==> src/sv/sha1md_pkg.sv <==
// Shared types and constants for the SHA-1 message digest unit.
package sha1md_pkg;

    localparam int unsigned WORD_W = 32;
    localparam int unsigned BYTE_W = 8;
    localparam int unsigned LEN_W  = 61;
    localparam int unsigned IDX_W  = 3;

    // Initial chaining value, H0 in element 0.
    localparam logic [4:0][WORD_W-1:0] H_INIT = {
        32'hC3D2E1F0, 32'h10325476, 32'h98BADCFE, 32'hEFCDAB89, 32'h67452301
    };

    localparam logic [WORD_W-1:0] K_ROUND0 = 32'h5A827999;
    localparam logic [WORD_W-1:0] K_ROUND1 = 32'h6ED9EBA1;
    localparam logic [WORD_W-1:0] K_ROUND2 = 32'h8F1BBCDC;
    localparam logic [WORD_W-1:0] K_ROUND3 = 32'hCA62C1D6;

    localparam logic [BYTE_W-1:0] PAD_MARK = 8'h80;

    // One classified request on its way from the front end to the engine.
    typedef struct packed {
        logic [BYTE_W-1:0] data_byte;
        logic              has_byte;
        logic              end_of_message;
    } cmd_t;

endpackage

==> src/sv/sha1md_fifo.sv <==
// Small register queue that carries requests from the front end to the engine.
module sha1md_fifo #(
    parameter int unsigned DEPTH = 4
) (
    input  logic          clk,
    input  logic          rst_n,
    input  logic          push,
    input  sha1md_pkg::cmd_t push_cmd,
    output logic          full,
    input  logic          pop,
    output logic          empty,
    output sha1md_pkg::cmd_t pop_cmd
);
    import sha1md_pkg::*;

    localparam int unsigned PTR_W = (DEPTH > 1) ? $clog2(DEPTH) : 1;
    localparam int unsigned CNT_W = $clog2(DEPTH + 1);

    cmd_t             slot_reg [DEPTH];
    logic [PTR_W-1:0] wr_ptr_reg;
    logic [PTR_W-1:0] rd_ptr_reg;
    logic [CNT_W-1:0] count_reg;

    assign full    = (count_reg == CNT_W'(DEPTH));
    assign empty   = (count_reg == '0);
    assign pop_cmd = slot_reg[rd_ptr_reg];

    always_ff @(posedge clk)
    begin
        if (push)
        begin
            slot_reg[wr_ptr_reg] <= push_cmd;
        end
    end

    always_ff @(posedge clk or negedge rst_n)
    begin
        if (!rst_n)
        begin
            wr_ptr_reg <= '0;
            rd_ptr_reg <= '0;
            count_reg  <= '0;
        end
        else
        begin
            if (push)
            begin
                wr_ptr_reg <= (wr_ptr_reg == PTR_W'(DEPTH - 1)) ? '0 : wr_ptr_reg + 1'b1;
            end
            if (pop)
            begin
                rd_ptr_reg <= (rd_ptr_reg == PTR_W'(DEPTH - 1)) ? '0 : rd_ptr_reg + 1'b1;
            end
            if (push && !pop)
            begin
                count_reg <= count_reg + 1'b1;
            end
            else if (pop && !push)
            begin
                count_reg <= count_reg - 1'b1;
            end
        end
    end

    a_no_overflow: assert property (@(posedge clk) disable iff (!rst_n)
        push |-> !full)
        else $error("request written into a full queue");

    a_no_underflow: assert property (@(posedge clk) disable iff (!rst_n)
        pop |-> !empty)
        else $error("request taken from an empty queue");

    a_count_holds: assert property (@(posedge clk) disable iff (!rst_n)
        (!push && !pop) |=> $stable(count_reg))
        else $error("queue fill level moved without a push or pop");

endmodule

==> src/sv/sha1md_front.sv <==
// Input front end: accepts stream requests, drops empty ones, queues the rest.
module sha1md_front (
    input  logic                          s_tvalid,
    output logic                          s_tready,
    input  logic [sha1md_pkg::BYTE_W-1:0] s_tdata,  // [7:0] data_byte
    input  logic                          s_tuser,  // [0] has_byte
    input  logic                          s_tlast,  // end_of_message
    input  logic                          full,
    output logic                          push,
    output sha1md_pkg::cmd_t              push_cmd
);
    import sha1md_pkg::*;

    assign s_tready = !full;

    // A request carrying neither a byte nor an end mark has no effect, so it
    // never takes a queue slot.
    assign push = s_tvalid && s_tready && (s_tuser || s_tlast);

    always_comb
    begin
        push_cmd.data_byte      = s_tdata;
        push_cmd.has_byte       = s_tuser;
        push_cmd.end_of_message = s_tlast;
    end

endmodule

==> src/sv/sha1md_core.sv <==
// SHA-1 engine: block assembly, padding, 80-round compression and digest output.
module sha1md_core (
    input  logic                          clk,
    input  logic                          rst_n,
    input  logic                          q_valid,
    input  sha1md_pkg::cmd_t              q_cmd,
    output logic                          q_pop,
    output logic                          m_tvalid,
    input  logic                          m_tready,
    output logic [sha1md_pkg::WORD_W-1:0] m_tdata,
    output logic [sha1md_pkg::IDX_W-1:0]  m_tuser,
    output logic                          m_tlast
);
    import sha1md_pkg::*;

    typedef enum logic [2:0] {
        S_IDLE,
        S_PAD80,
        S_PADZ,
        S_LEN,
        S_COMP,
        S_ADD,
        S_OUT
    } state_t;

    state_t                   state_reg, state_next;
    state_t                   ret_reg, ret_next;
    logic [5:0]               fill_reg, fill_next;
    logic [LEN_W-1:0]         msg_reg, msg_next;
    logic [23:0]              acc_reg, acc_next;
    logic [15:0][WORD_W-1:0]  w_reg, w_next;
    logic [4:0][WORD_W-1:0]   var_reg, var_next;
    logic [4:0][WORD_W-1:0]   chain_reg, chain_next;
    logic [6:0]               round_reg, round_next;
    logic [63:0]              len_reg, len_next;
    logic [2:0]               len_cnt_reg, len_cnt_next;
    logic [IDX_W-1:0]         out_cnt_reg, out_cnt_next;
    logic                     m_valid_reg, m_valid_next;
    logic [WORD_W-1:0]        m_data_reg, m_data_next;
    logic [IDX_W-1:0]         m_idx_reg, m_idx_next;
    logic                     m_last_reg, m_last_next;

    logic                     push_en;
    logic [BYTE_W-1:0]        push_byte;
    logic [WORD_W-1:0]        f_val;
    logic [WORD_W-1:0]        k_val;
    logic [WORD_W-1:0]        t_val;
    logic [WORD_W-1:0]        sched;

    assign m_tvalid = m_valid_reg;
    assign m_tdata  = m_data_reg;
    assign m_tuser  = m_idx_reg;
    assign m_tlast  = m_last_reg;

    // Round function and constant, chosen by the round number.
    always_comb
    begin
        if (round_reg < 7'd20)
        begin
            f_val = (var_reg[1] & var_reg[2]) | (~var_reg[1] & var_reg[3]);
            k_val = K_ROUND0;
        end
        else if (round_reg < 7'd40)
        begin
            f_val = var_reg[1] ^ var_reg[2] ^ var_reg[3];
            k_val = K_ROUND1;
        end
        else if (round_reg < 7'd60)
        begin
            f_val = (var_reg[1] & var_reg[2]) | (var_reg[1] & var_reg[3])
                  | (var_reg[2] & var_reg[3]);
            k_val = K_ROUND2;
        end
        else
        begin
            f_val = var_reg[1] ^ var_reg[2] ^ var_reg[3];
            k_val = K_ROUND3;
        end
    end

    assign t_val = {var_reg[0][26:0], var_reg[0][31:27]} + f_val + var_reg[4]
                 + k_val + w_reg[0];
    assign sched = w_reg[13] ^ w_reg[8] ^ w_reg[2] ^ w_reg[0];

    always_comb
    begin
        state_next   = state_reg;
        ret_next     = ret_reg;
        fill_next    = fill_reg;
        msg_next     = msg_reg;
        acc_next     = acc_reg;
        w_next       = w_reg;
        var_next     = var_reg;
        chain_next   = chain_reg;
        round_next   = round_reg;
        len_next     = len_reg;
        len_cnt_next = len_cnt_reg;
        out_cnt_next = out_cnt_reg;
        m_valid_next = m_valid_reg && !m_tready;
        m_data_next  = m_data_reg;
        m_idx_next   = m_idx_reg;
        m_last_next  = m_last_reg;
        push_en      = 1'b0;
        push_byte    = '0;
        q_pop        = 1'b0;

        case (state_reg)
            S_IDLE:
            begin
                if (q_valid)
                begin
                    q_pop = 1'b1;
                    if (q_cmd.has_byte)
                    begin
                        push_en   = 1'b1;
                        push_byte = q_cmd.data_byte;
                        msg_next  = msg_reg + 1'b1;
                    end
                    if (q_cmd.end_of_message)
                    begin
                        state_next = S_PAD80;
                    end
                end
            end
            S_PAD80:
            begin
                push_en      = 1'b1;
                push_byte    = PAD_MARK;
                len_next     = {msg_reg, 3'b000};
                len_cnt_next = '0;
                state_next   = S_PADZ;
            end
            S_PADZ:
            begin
                if (fill_reg == 6'd56)
                begin
                    state_next = S_LEN;
                end
                else
                begin
                    push_en = 1'b1;
                end
            end
            S_LEN:
            begin
                push_en      = 1'b1;
                push_byte    = len_reg[63:56];
                len_next     = {len_reg[55:0], 8'h00};
                len_cnt_next = len_cnt_reg + 1'b1;
                state_next   = (len_cnt_reg == 3'd7) ? S_OUT : S_LEN;
            end
            S_COMP:
            begin
                w_next     = {{sched[30:0], sched[31]}, w_reg[15:1]};
                var_next   = {var_reg[3], var_reg[2],
                              {var_reg[1][1:0], var_reg[1][31:2]},
                              var_reg[0], t_val};
                round_next = round_reg + 1'b1;
                if (round_reg == 7'd79)
                begin
                    round_next = '0;
                    state_next = S_ADD;
                end
            end
            S_ADD:
            begin
                for (int i = 0; i < 5; i++)
                begin
                    chain_next[i] = chain_reg[i] + var_reg[i];
                end
                out_cnt_next = '0;
                state_next   = ret_reg;
            end
            S_OUT:
            begin
                // Words leave from element 0 while the chain rotates under it.
                if (!m_valid_reg || m_tready)
                begin
                    m_valid_next = 1'b1;
                    m_data_next  = chain_reg[0];
                    m_idx_next   = out_cnt_reg;
                    m_last_next  = (out_cnt_reg == 3'd4);
                    chain_next   = {chain_reg[0], chain_reg[4:1]};
                    out_cnt_next = out_cnt_reg + 1'b1;
                    if (out_cnt_reg == 3'd4)
                    begin
                        chain_next = H_INIT;
                        msg_next   = '0;
                        state_next = S_IDLE;
                    end
                end
            end
            default:
            begin
                state_next = S_IDLE;
            end
        endcase

        // Byte path shared by message bytes and padding bytes.
        if (push_en)
        begin
            acc_next  = {acc_reg[15:0], push_byte};
            fill_next = fill_reg + 1'b1;
            if (fill_reg[1:0] == 2'b11)
            begin
                w_next = {{acc_reg, push_byte}, w_reg[15:1]};
            end
            if (fill_reg == 6'd63)
            begin
                ret_next   = state_next;
                state_next = S_COMP;
                var_next   = chain_reg;
                round_next = '0;
            end
        end
    end

    always_ff @(posedge clk or negedge rst_n)
    begin
        if (!rst_n)
        begin
            state_reg   <= S_IDLE;
            ret_reg     <= S_IDLE;
            fill_reg    <= '0;
            msg_reg     <= '0;
            chain_reg   <= H_INIT;
            round_reg   <= '0;
            len_cnt_reg <= '0;
            out_cnt_reg <= '0;
            m_valid_reg <= 1'b0;
        end
        else
        begin
            state_reg   <= state_next;
            ret_reg     <= ret_next;
            fill_reg    <= fill_next;
            msg_reg     <= msg_next;
            chain_reg   <= chain_next;
            round_reg   <= round_next;
            len_cnt_reg <= len_cnt_next;
            out_cnt_reg <= out_cnt_next;
            m_valid_reg <= m_valid_next;
        end
    end

    always_ff @(posedge clk)
    begin
        acc_reg    <= acc_next;
        w_reg      <= w_next;
        var_reg    <= var_next;
        len_reg    <= len_next;
        m_data_reg <= m_data_next;
        m_idx_reg  <= m_idx_next;
        m_last_reg <= m_last_next;
    end

    a_len_in_tail: assert property (@(posedge clk) disable iff (!rst_n)
        (state_reg == S_LEN) |-> (fill_reg[5:3] == 3'b111))
        else $error("length bytes placed outside the last eight block bytes");

    a_out_empty_block: assert property (@(posedge clk) disable iff (!rst_n)
        (state_reg == S_OUT) |-> (fill_reg == '0))
        else $error("digest output with a partly filled block");

    a_rounds_end: assert property (@(posedge clk) disable iff (!rst_n)
        (state_reg == S_COMP && round_reg == 7'd79) |=> (state_reg == S_ADD))
        else $error("compression did not end after the last round");

endmodule

==> src/sv/sha1_message_digest_unit.sv <==
// Top level of the SHA-1 message digest unit.
//
//  Channel   Direction  Handshake          Contents
//  s_*       in         s_tvalid/s_tready  one message byte, has-byte flag, end mark
//  m_*       out        m_tvalid/m_tready  one digest word, its index, last-word mark
//
// Flow: the engine takes one queued byte per cycle while no block is being
// compressed; every full 64-byte block then occupies the shared round unit for
// 80 rounds and a final step that folds the result into the chaining value.
// Closing a message feeds the padding and the 8 length bytes through the same
// byte path and runs one or two further compressions before the five digest
// words leave, one per cycle while the output is not stalled.
// Reset is asynchronous and active low; it loads the initial chaining value
// and clears all control state, and the unit accepts requests right after.
// While the engine compresses, the request queue keeps accepting bytes until
// it holds QUEUE_DEPTH requests; a stalled output holds its word in the
// output register and the engine waits for that register only.
module sha1_message_digest_unit #(
    parameter int unsigned QUEUE_DEPTH = 4
) (
    input  logic                          clk,
    input  logic                          rst_n,
    input  logic                          s_tvalid,
    output logic                          s_tready,
    input  logic [sha1md_pkg::BYTE_W-1:0] s_tdata,   // [7:0] data_byte
    input  logic                          s_tuser,   // [0] has_byte
    input  logic                          s_tlast,   // end_of_message
    output logic                          m_tvalid,
    input  logic                          m_tready,
    output logic [sha1md_pkg::WORD_W-1:0] m_tdata,   // [31:0] digest_word
    output logic [sha1md_pkg::IDX_W-1:0]  m_tuser,   // [2:0] word_index
    output logic                          m_tlast    // last_word
);
    import sha1md_pkg::*;

    logic full;
    logic empty;
    logic push;
    logic pop;
    cmd_t push_cmd;
    cmd_t pop_cmd;

    // Front end: requests with no byte and no end mark are consumed and dropped.
    sha1md_front u_front (
        .s_tvalid (s_tvalid),
        .s_tready (s_tready),
        .s_tdata  (s_tdata),
        .s_tuser  (s_tuser),
        .s_tlast  (s_tlast),
        .full     (full),
        .push     (push),
        .push_cmd (push_cmd)
    );

    // Request queue that lets the front end keep taking bytes during rounds.
    sha1md_fifo #(
        .DEPTH (QUEUE_DEPTH)
    ) u_fifo (
        .clk      (clk),
        .rst_n    (rst_n),
        .push     (push),
        .push_cmd (push_cmd),
        .full     (full),
        .pop      (pop),
        .empty    (empty),
        .pop_cmd  (pop_cmd)
    );

    // Engine: block assembly, padding, compression and the digest output register.
    sha1md_core u_core (
        .clk      (clk),
        .rst_n    (rst_n),
        .q_valid  (!empty),
        .q_cmd    (pop_cmd),
        .q_pop    (pop),
        .m_tvalid (m_tvalid),
        .m_tready (m_tready),
        .m_tdata  (m_tdata),
        .m_tuser  (m_tuser),
        .m_tlast  (m_tlast)
    );

endmodule
==> config.mk <==
export PLATFORM = sky130hd
export DESIGN_NAME = sha1_message_digest_unit
export DESIGN_NICKNAME = d
export VERILOG_FILES = /design/src/sv/sha1md_pkg.sv /design/src/sv/sha1md_fifo.sv /design/src/sv/sha1md_front.sv /design/src/sv/sha1md_core.sv /design/src/sv/sha1_message_digest_unit.sv
export SDC_FILE = /design/constraint.sdc
export NUM_CORES = 2
export LEC_CHECK = 0
export BUFFER_PORTS_ARGS = -buffer_cell sky130_fd_sc_hd__buf_2
export CORE_MARGIN = 2
export CORE_UTILIZATION = 35
export CTS_CLUSTER_SIZE = 28
export DETAILED_ROUTE_END_ITERATION = 7
export PLACE_DENSITY = 0.58
export SYNTH_ARGS = -nofsm -noshare
export SYNTH_HDL_FRONTEND = slang
export SYNTH_SLANG_ARGS = --single-unit
==> constraint.sdc <==
create_clock -name clk -period 15.3 [get_ports clk]
set_clock_uncertainty 0.15 [all_clocks]
set_input_delay 2.295 -clock clk [delete_from_list [all_inputs] [get_ports clk]]
set_output_delay 2.295 -clock clk [all_outputs]
set_load 0.01 [all_outputs]
Yosys cells after proc, flatten, opt, wreduce, memory -nomap -nowiden
Memory sizes are Yosys's and may differ from the RTL's.
Index checks and enable logic that the tools add are counted.
{ "op_classes": {"n_addsub": 18, "mul": 0, "n_div": 0, "order_cmp": 3, "eq_ne": 19, "n_shift": 0, "mux": 55, "n_bitwise": 13, "reduce_logical": 23} }
{ "op_table": {"columns": ["cell", "count"], "rows": [
  ["$mux W512", 3],
  ["$mux W160", 5],
  ["$pmux W160 S2", 1],
  ["$add A32 B32 Y32", 9],
  ["$mux W61", 4],
  ["$mux W32", 5],
  ["$xor A32 B32 Y32", 5],
  ["$and A32 B32 Y32", 4],
  ["$pmux W64 S2", 1],
  ["$pmux W61 S2", 1],
  ["$or A32 B32 Y32", 3],
  ["$add A61 B1 Y61 const B", 1],
  ["$mux W3", 12],
  ["$not A32 Y32", 1],
  ["$mux W31", 1],
  ["$mux W7", 4],
  ["$pmux W8 S3", 1],
  ["$pmux W3 S7", 1],
  ["$eq A3 B3 Y1 const B", 6],
  ["$mux W8", 2],
  ["$lt A7 B6 Y1 const B", 2],
  ["$eq A6 B6 Y1 const B", 2],
  ["$pmux W3 S2", 2],
  ["$add A3 B1 Y3 const B", 3],
  ["other kinds (22)", 52]
]} }
{ "totals": {"ff_bits": 1050, "latchBits": 0, "mem_bits_rw": 40, "mem_bits_ro": 0, "in_bits": 14, "out_inout_bits": 38, "wordCells": 174, "n_memories": 1} }
{ "mem_list": {"columns": ["name", "words", "width", "rd", "rd_ports_with_merged_regs", "write_ports", "line", "source"], "rows": [
  ["u_fifo.slot_reg", 4, 10, 1, 0, 1, "sha1md_fifo.sv:19", "cmd_t slot_reg [DEPTH];"]
]} }

Depth between registers and ports, before layout
{ "depth": {"ltp_word": 13, "depth_mapped": 27, "ltp_nobuf": 24} }

By module
Synthesis repeated with hierarchy kept, for this count alone.
{ "unflattened": {"hier_cells": 5438, "hier_area_um2": 54192.0} }
{ "by_module_without_submodules": {"columns": ["module", "n_inst", "cells_per_inst", "area_each_um2"], "rows": [
  ["sha1md_core", 1, 5336, 52237.6],
  ["sha1md_fifo", 1, 89, 1861.8],
  ["sha1md_front", 1, 12, 88.8],
  ["sha1_message_digest_unit", 1, 1, 3.8]
]} }

Worst setup path after synthesis
No wires, ideal clock.
{ "synth_timing": {"kind": "register to register", "start": "register u_core.round_reg[5]", "end": "register u_core.var_reg[30] in the netlist's numbering", "arrival_ns": 5.490, "required_time_ns": 15.024, "setup_slack_ns": 9.535, "stages_incl_launch_ff": 24, "n_path_buf": 2, "path_cell_list": "dfrtp_1 > clkbuf_1 > a41oi_1 > and2_1 > clkinv_1 > nand2_1 > clkbuf_1 > nor2_1 > nor2_1 > fa_1 > fa_1 > inv_1 > fa_1 > inv_1 > ha_1 > a211oi_1 > o21ai_1 > a41o_1 > a311oi_2 > nand2_1 > a211oi_1 > o31a_1 > xor2_1 > o21ai_1"} }
{ "synth_lines": {"columns": ["element", "line", "source"], "rows": [
  ["start, declared", "sha1md_core.sv:34", "logic [6:0] round_reg, round_next;"],
  ["start signal, assigned", "sha1md_core.sv:239", "round_reg <= round_next;"],
  ["end signal, assigned", "sha1md_core.sv:250", "var_reg <= var_next;"],
  ["end, declared", "sha1md_core.sv:32", "logic [4:0][WORD_W-1:0] var_reg, var_next;"]
]} }

==> metrics.cfg <==
[outcome]
status = finished clean

[floorplan]
fp.dieH_um = 400
coreArea_um2 = 156000
io_pins = 52
num_rows = 145
die_w_um = 400
initial_core_util_pct = 35.2
design.die.area_um2 = 160000

[clock_network]
clock-sinks = 1087
h-tree-depth = 3
hold_buffers = 0
cts-buffers-inserted = 112
cts_setup_buffers = 0
worst_skew_pair.late_latency_ns = 0.77
ctsResizeCount = 0
cts_tree = built
clkTransAtPathRegs_ns = 0.06
clock_path_buffers = 3
clock-root-buffer = clkbuf_16

[placed_design]
port_buffers = 51
globalplace.congestion = 0.928
hpwl_um = 102000
dpl_cell_area_um2 = 56900
place_inst = 7379

[global_routing]
grt_overflow = 0
grt_pass1_vias = 38871
antenna_found_initial = 5
grt_usage_pct = 18.0
grt_pass1_wl_um = 229000
grt_max_degree = 97

[logic_synthesis]
synth_xor_xnor_area_share_pct = 4.73
synth_edf_count = 161
yosys.area.top_type = dfxtp_1
ys_seq_area_share_pct = 45.0
synth_seq_cells = 1087
netlist_area_um2 = 55000
synth_area_per_cell_um2 = 10.0
synth.distinct_cells = 104
dominantRegCellSynth = dfxtp_1
synth-compound-area-share_pct = 13.1
synth_nets = 5871
synth.mux.area_fraction_pct = 10.5
synth_fa_ha_area_share_pct = 9.88
synth_top_family_by_area = compound AO/OA/AOI/OAI gates
yosysWarnings = 0
synth_async_sr_flop_share_pct = 23.4
synth_top_cell_area_share_pct = 24.5
yosys-top-cells-area = dfxtp_1 24%, mux2_2 9.3%, edfxtp_1 8.8%
synth_simple_gate_area_share_pct = 12.8
syn_inst = 5498

[power_and_ir_drop]
irDropWorstVdd_uv = 121
power.share.clock_pct = 20.1
p_int_uw = 8840
p_leak_uw = 0.0258
power_density_nw_per_um2 = 246
power_frac_comb_pct = 45.5
power_frac_seq_pct = 34.4
switching_share_pct = 41.0
p_sw_uw = 6140

[min_path]
min_from = u_core.w_reg[316]
hp-class = reg -> reg

[setup_path]
crit_buf_inv = 5
required_ns = 15.73
crit_top_cell = fa_1
crit_path_top_delay_cell = a311oi_2
crit_type = reg -> reg
critical_path.max_fanout = 35
slowest_delay_ns = 0.53
cp_data_arrival_time_ns = 7.37
rr_startpoint = u_core.round_reg[5]
path_cells = a41oi_1 -> and2_1 -> clkinv_1 -> buf_4 -> nand2_1 -> buf_4 -> nor2_1 -> nor2_1 -> fa_1 -> fa_1 -> inv_1 -> fa_1 -> inv_1 -> ha_1 -> a211oi_1 -> o21ai_1 -> a41o_1 -> a311oi_2 -> nand2_1 -> a211oi_1 -> o31a_1 -> xor2_1 -> o21ai_1
cp-end-kind = register
cp_top_family = compound AO/OA/AOI/OAI gates
startpoint = u_core.round_reg[5]
crit_path_start_kind = register

[cells_and_area]
fin_cells = 7592
stdcell_area_um2 = 61000
area_delta_synth_final_pct = 10.9
layout_common_cells = 706 x nand2_1, 672 x dfxtp_1, 501 x nor2_1
layout_commonest_cell = nand2_1
fin_nets = 5808
drive_above_1_share_pct = 16.2
largest_register_ffs = 512

[sta]
max_freq_mhz = 144
period_minus_slack_ns = 6.94
tightest_slew_ns = 1.10
rsz0062_at_grt = no
final_max_slew_viol_count = 0
slew_headroom_pct = 26.4
hold_viol = 0
setup_violations = 0
finalSetupTns_ns = 0
finalCritPeriodShare_pct = 45.4

[route]
dr.pass1.iters = 6
num_vias = 40241
drc_errors = 0
wl_per_cell_um = 19.5
wl_met1_um = 68200
postRouteAntennaNets = 0
drtIter0Drc = 3035
route.met2.wl_um = 66100
vias_per_cell = 5.30
top_layer = met4
drt_wl_total_um = 148000
routed-wl-met3_um = 8900

[flow_run]
cap_viol_max_count = 0

## area by class of cell
type                       instances  area, µm²
fill                           15389      95000
inverter                         223        837
antenna                            1       2.50
clock inverter                    60        886
timing repair buffer              95        608
sequential                      1087      24700
tap                             2058       2570
multi-input combinational       3916      28100
clock buffer                     152       3210
## metal layers
| layer | vias to the layer above | global-route usage, % |
|---|---|---|
| met2 | 1142 | 28.4 |
| met3 | 262 | 3.01 |
| met5 | - | 0 |
| li1 | 19103 | - |
| met1 | 19734 | 25.1 |
| met4 | 0 | 5.83 |
## worst register-to-register path: cells and delay by family (launching register included)
| kind | cells | cell delay, ns |
|---|---|---|
| xor+xnor | 1 | 0.16 |
| fa+ha+maj | 4 | 1.75 |
| compound gates | 8 | 2.45 |
| buf+inv | 5 | 0.91 |
| simple gates | 5 | 0.91 |
| flops | 1 | 0.45 |
## kinds of logic after synthesis
logic type	after synthesis
buffers and inverters	495
adders and majority gates	359
and+or+nand+nor	1615
AOI/OAI and AO/OA	1139
DFF	1087
muxes	506
xor gates and xnor gates	297
## cell usage after synthesis (16+ instances only)
master and n:
nand2_1 708, dfxtp_1 672, nor2_1 503, mux2_2 453, a21oi_1 300, o21ai_0 259
ha_1 234, inv_1 222, xnor2_1 194, a31oi_1 183, dfrtp_1 174, clkbuf_1 166
edfxtp_1 161, fa_1 125, xor2_1 103, a21o_1 83, dfstp_2 80, nand3_1 78
buf_2 53, nor3_1 53, and3_1 48, nor2b_1 46, or3_1 37, o21a_1 35
nand2b_1 30, mux2_1 29, and2_1 28, o22ai_1 27, o31ai_1 27, o211ai_1 24
nand4_1 23, buf_4 22, buf_6 22, o32ai_1 22, o221ai_1 21, a221oi_1 19
a211oi_1 17, o21bai_1 16
## stage by stage
step                      utilization [%]  hold WS, ns  total power [µW]  setup WS, ns
final                                39.1        0.270             15000          8.36
after global routing                 39.1        0.313             16100          7.92
after CTS                            39.1        0.282             15000          8.43
after detailed placement             36.5        0.284             11900          8.48
after global placement               36.5        0.284             11800          8.51
after floorplan                         -        0.268             10100          9.53
## power by group through the flow
stage | clock network [µW] | registers (µW) | logic (µW)
after floorplan | 0 | 4660 | 5470
after global placement | 0 | 5170 | 6630
after detailed placement | 0 | 5190 | 6730
after CTS | 3080 | 5140 | 6770
after global routing | 3200 | 5260 | 7610
final | 3010 | 5150 | 6820
## path summary, 6_finish.rpt
path / cells after the start / slack [ns] / end
min in group asynchronous: 1 / 1.40 / u_fifo.wr_ptr_reg[0]
worst min-delay path: 1 / 0.27 / u_core.w_reg[284]
worst max register to register: 23 / 8.36 / u_core.var_reg[30]
worst max-delay path: 23 / 8.36 / u_core.var_reg[30]
max in group asynchronous: 3 / 11.42 / u_core.chain_reg[125]
worst min register to register: 1 / 0.27 / u_core.w_reg[284]
Note: power is estimated with default switching activity, not from simulation.
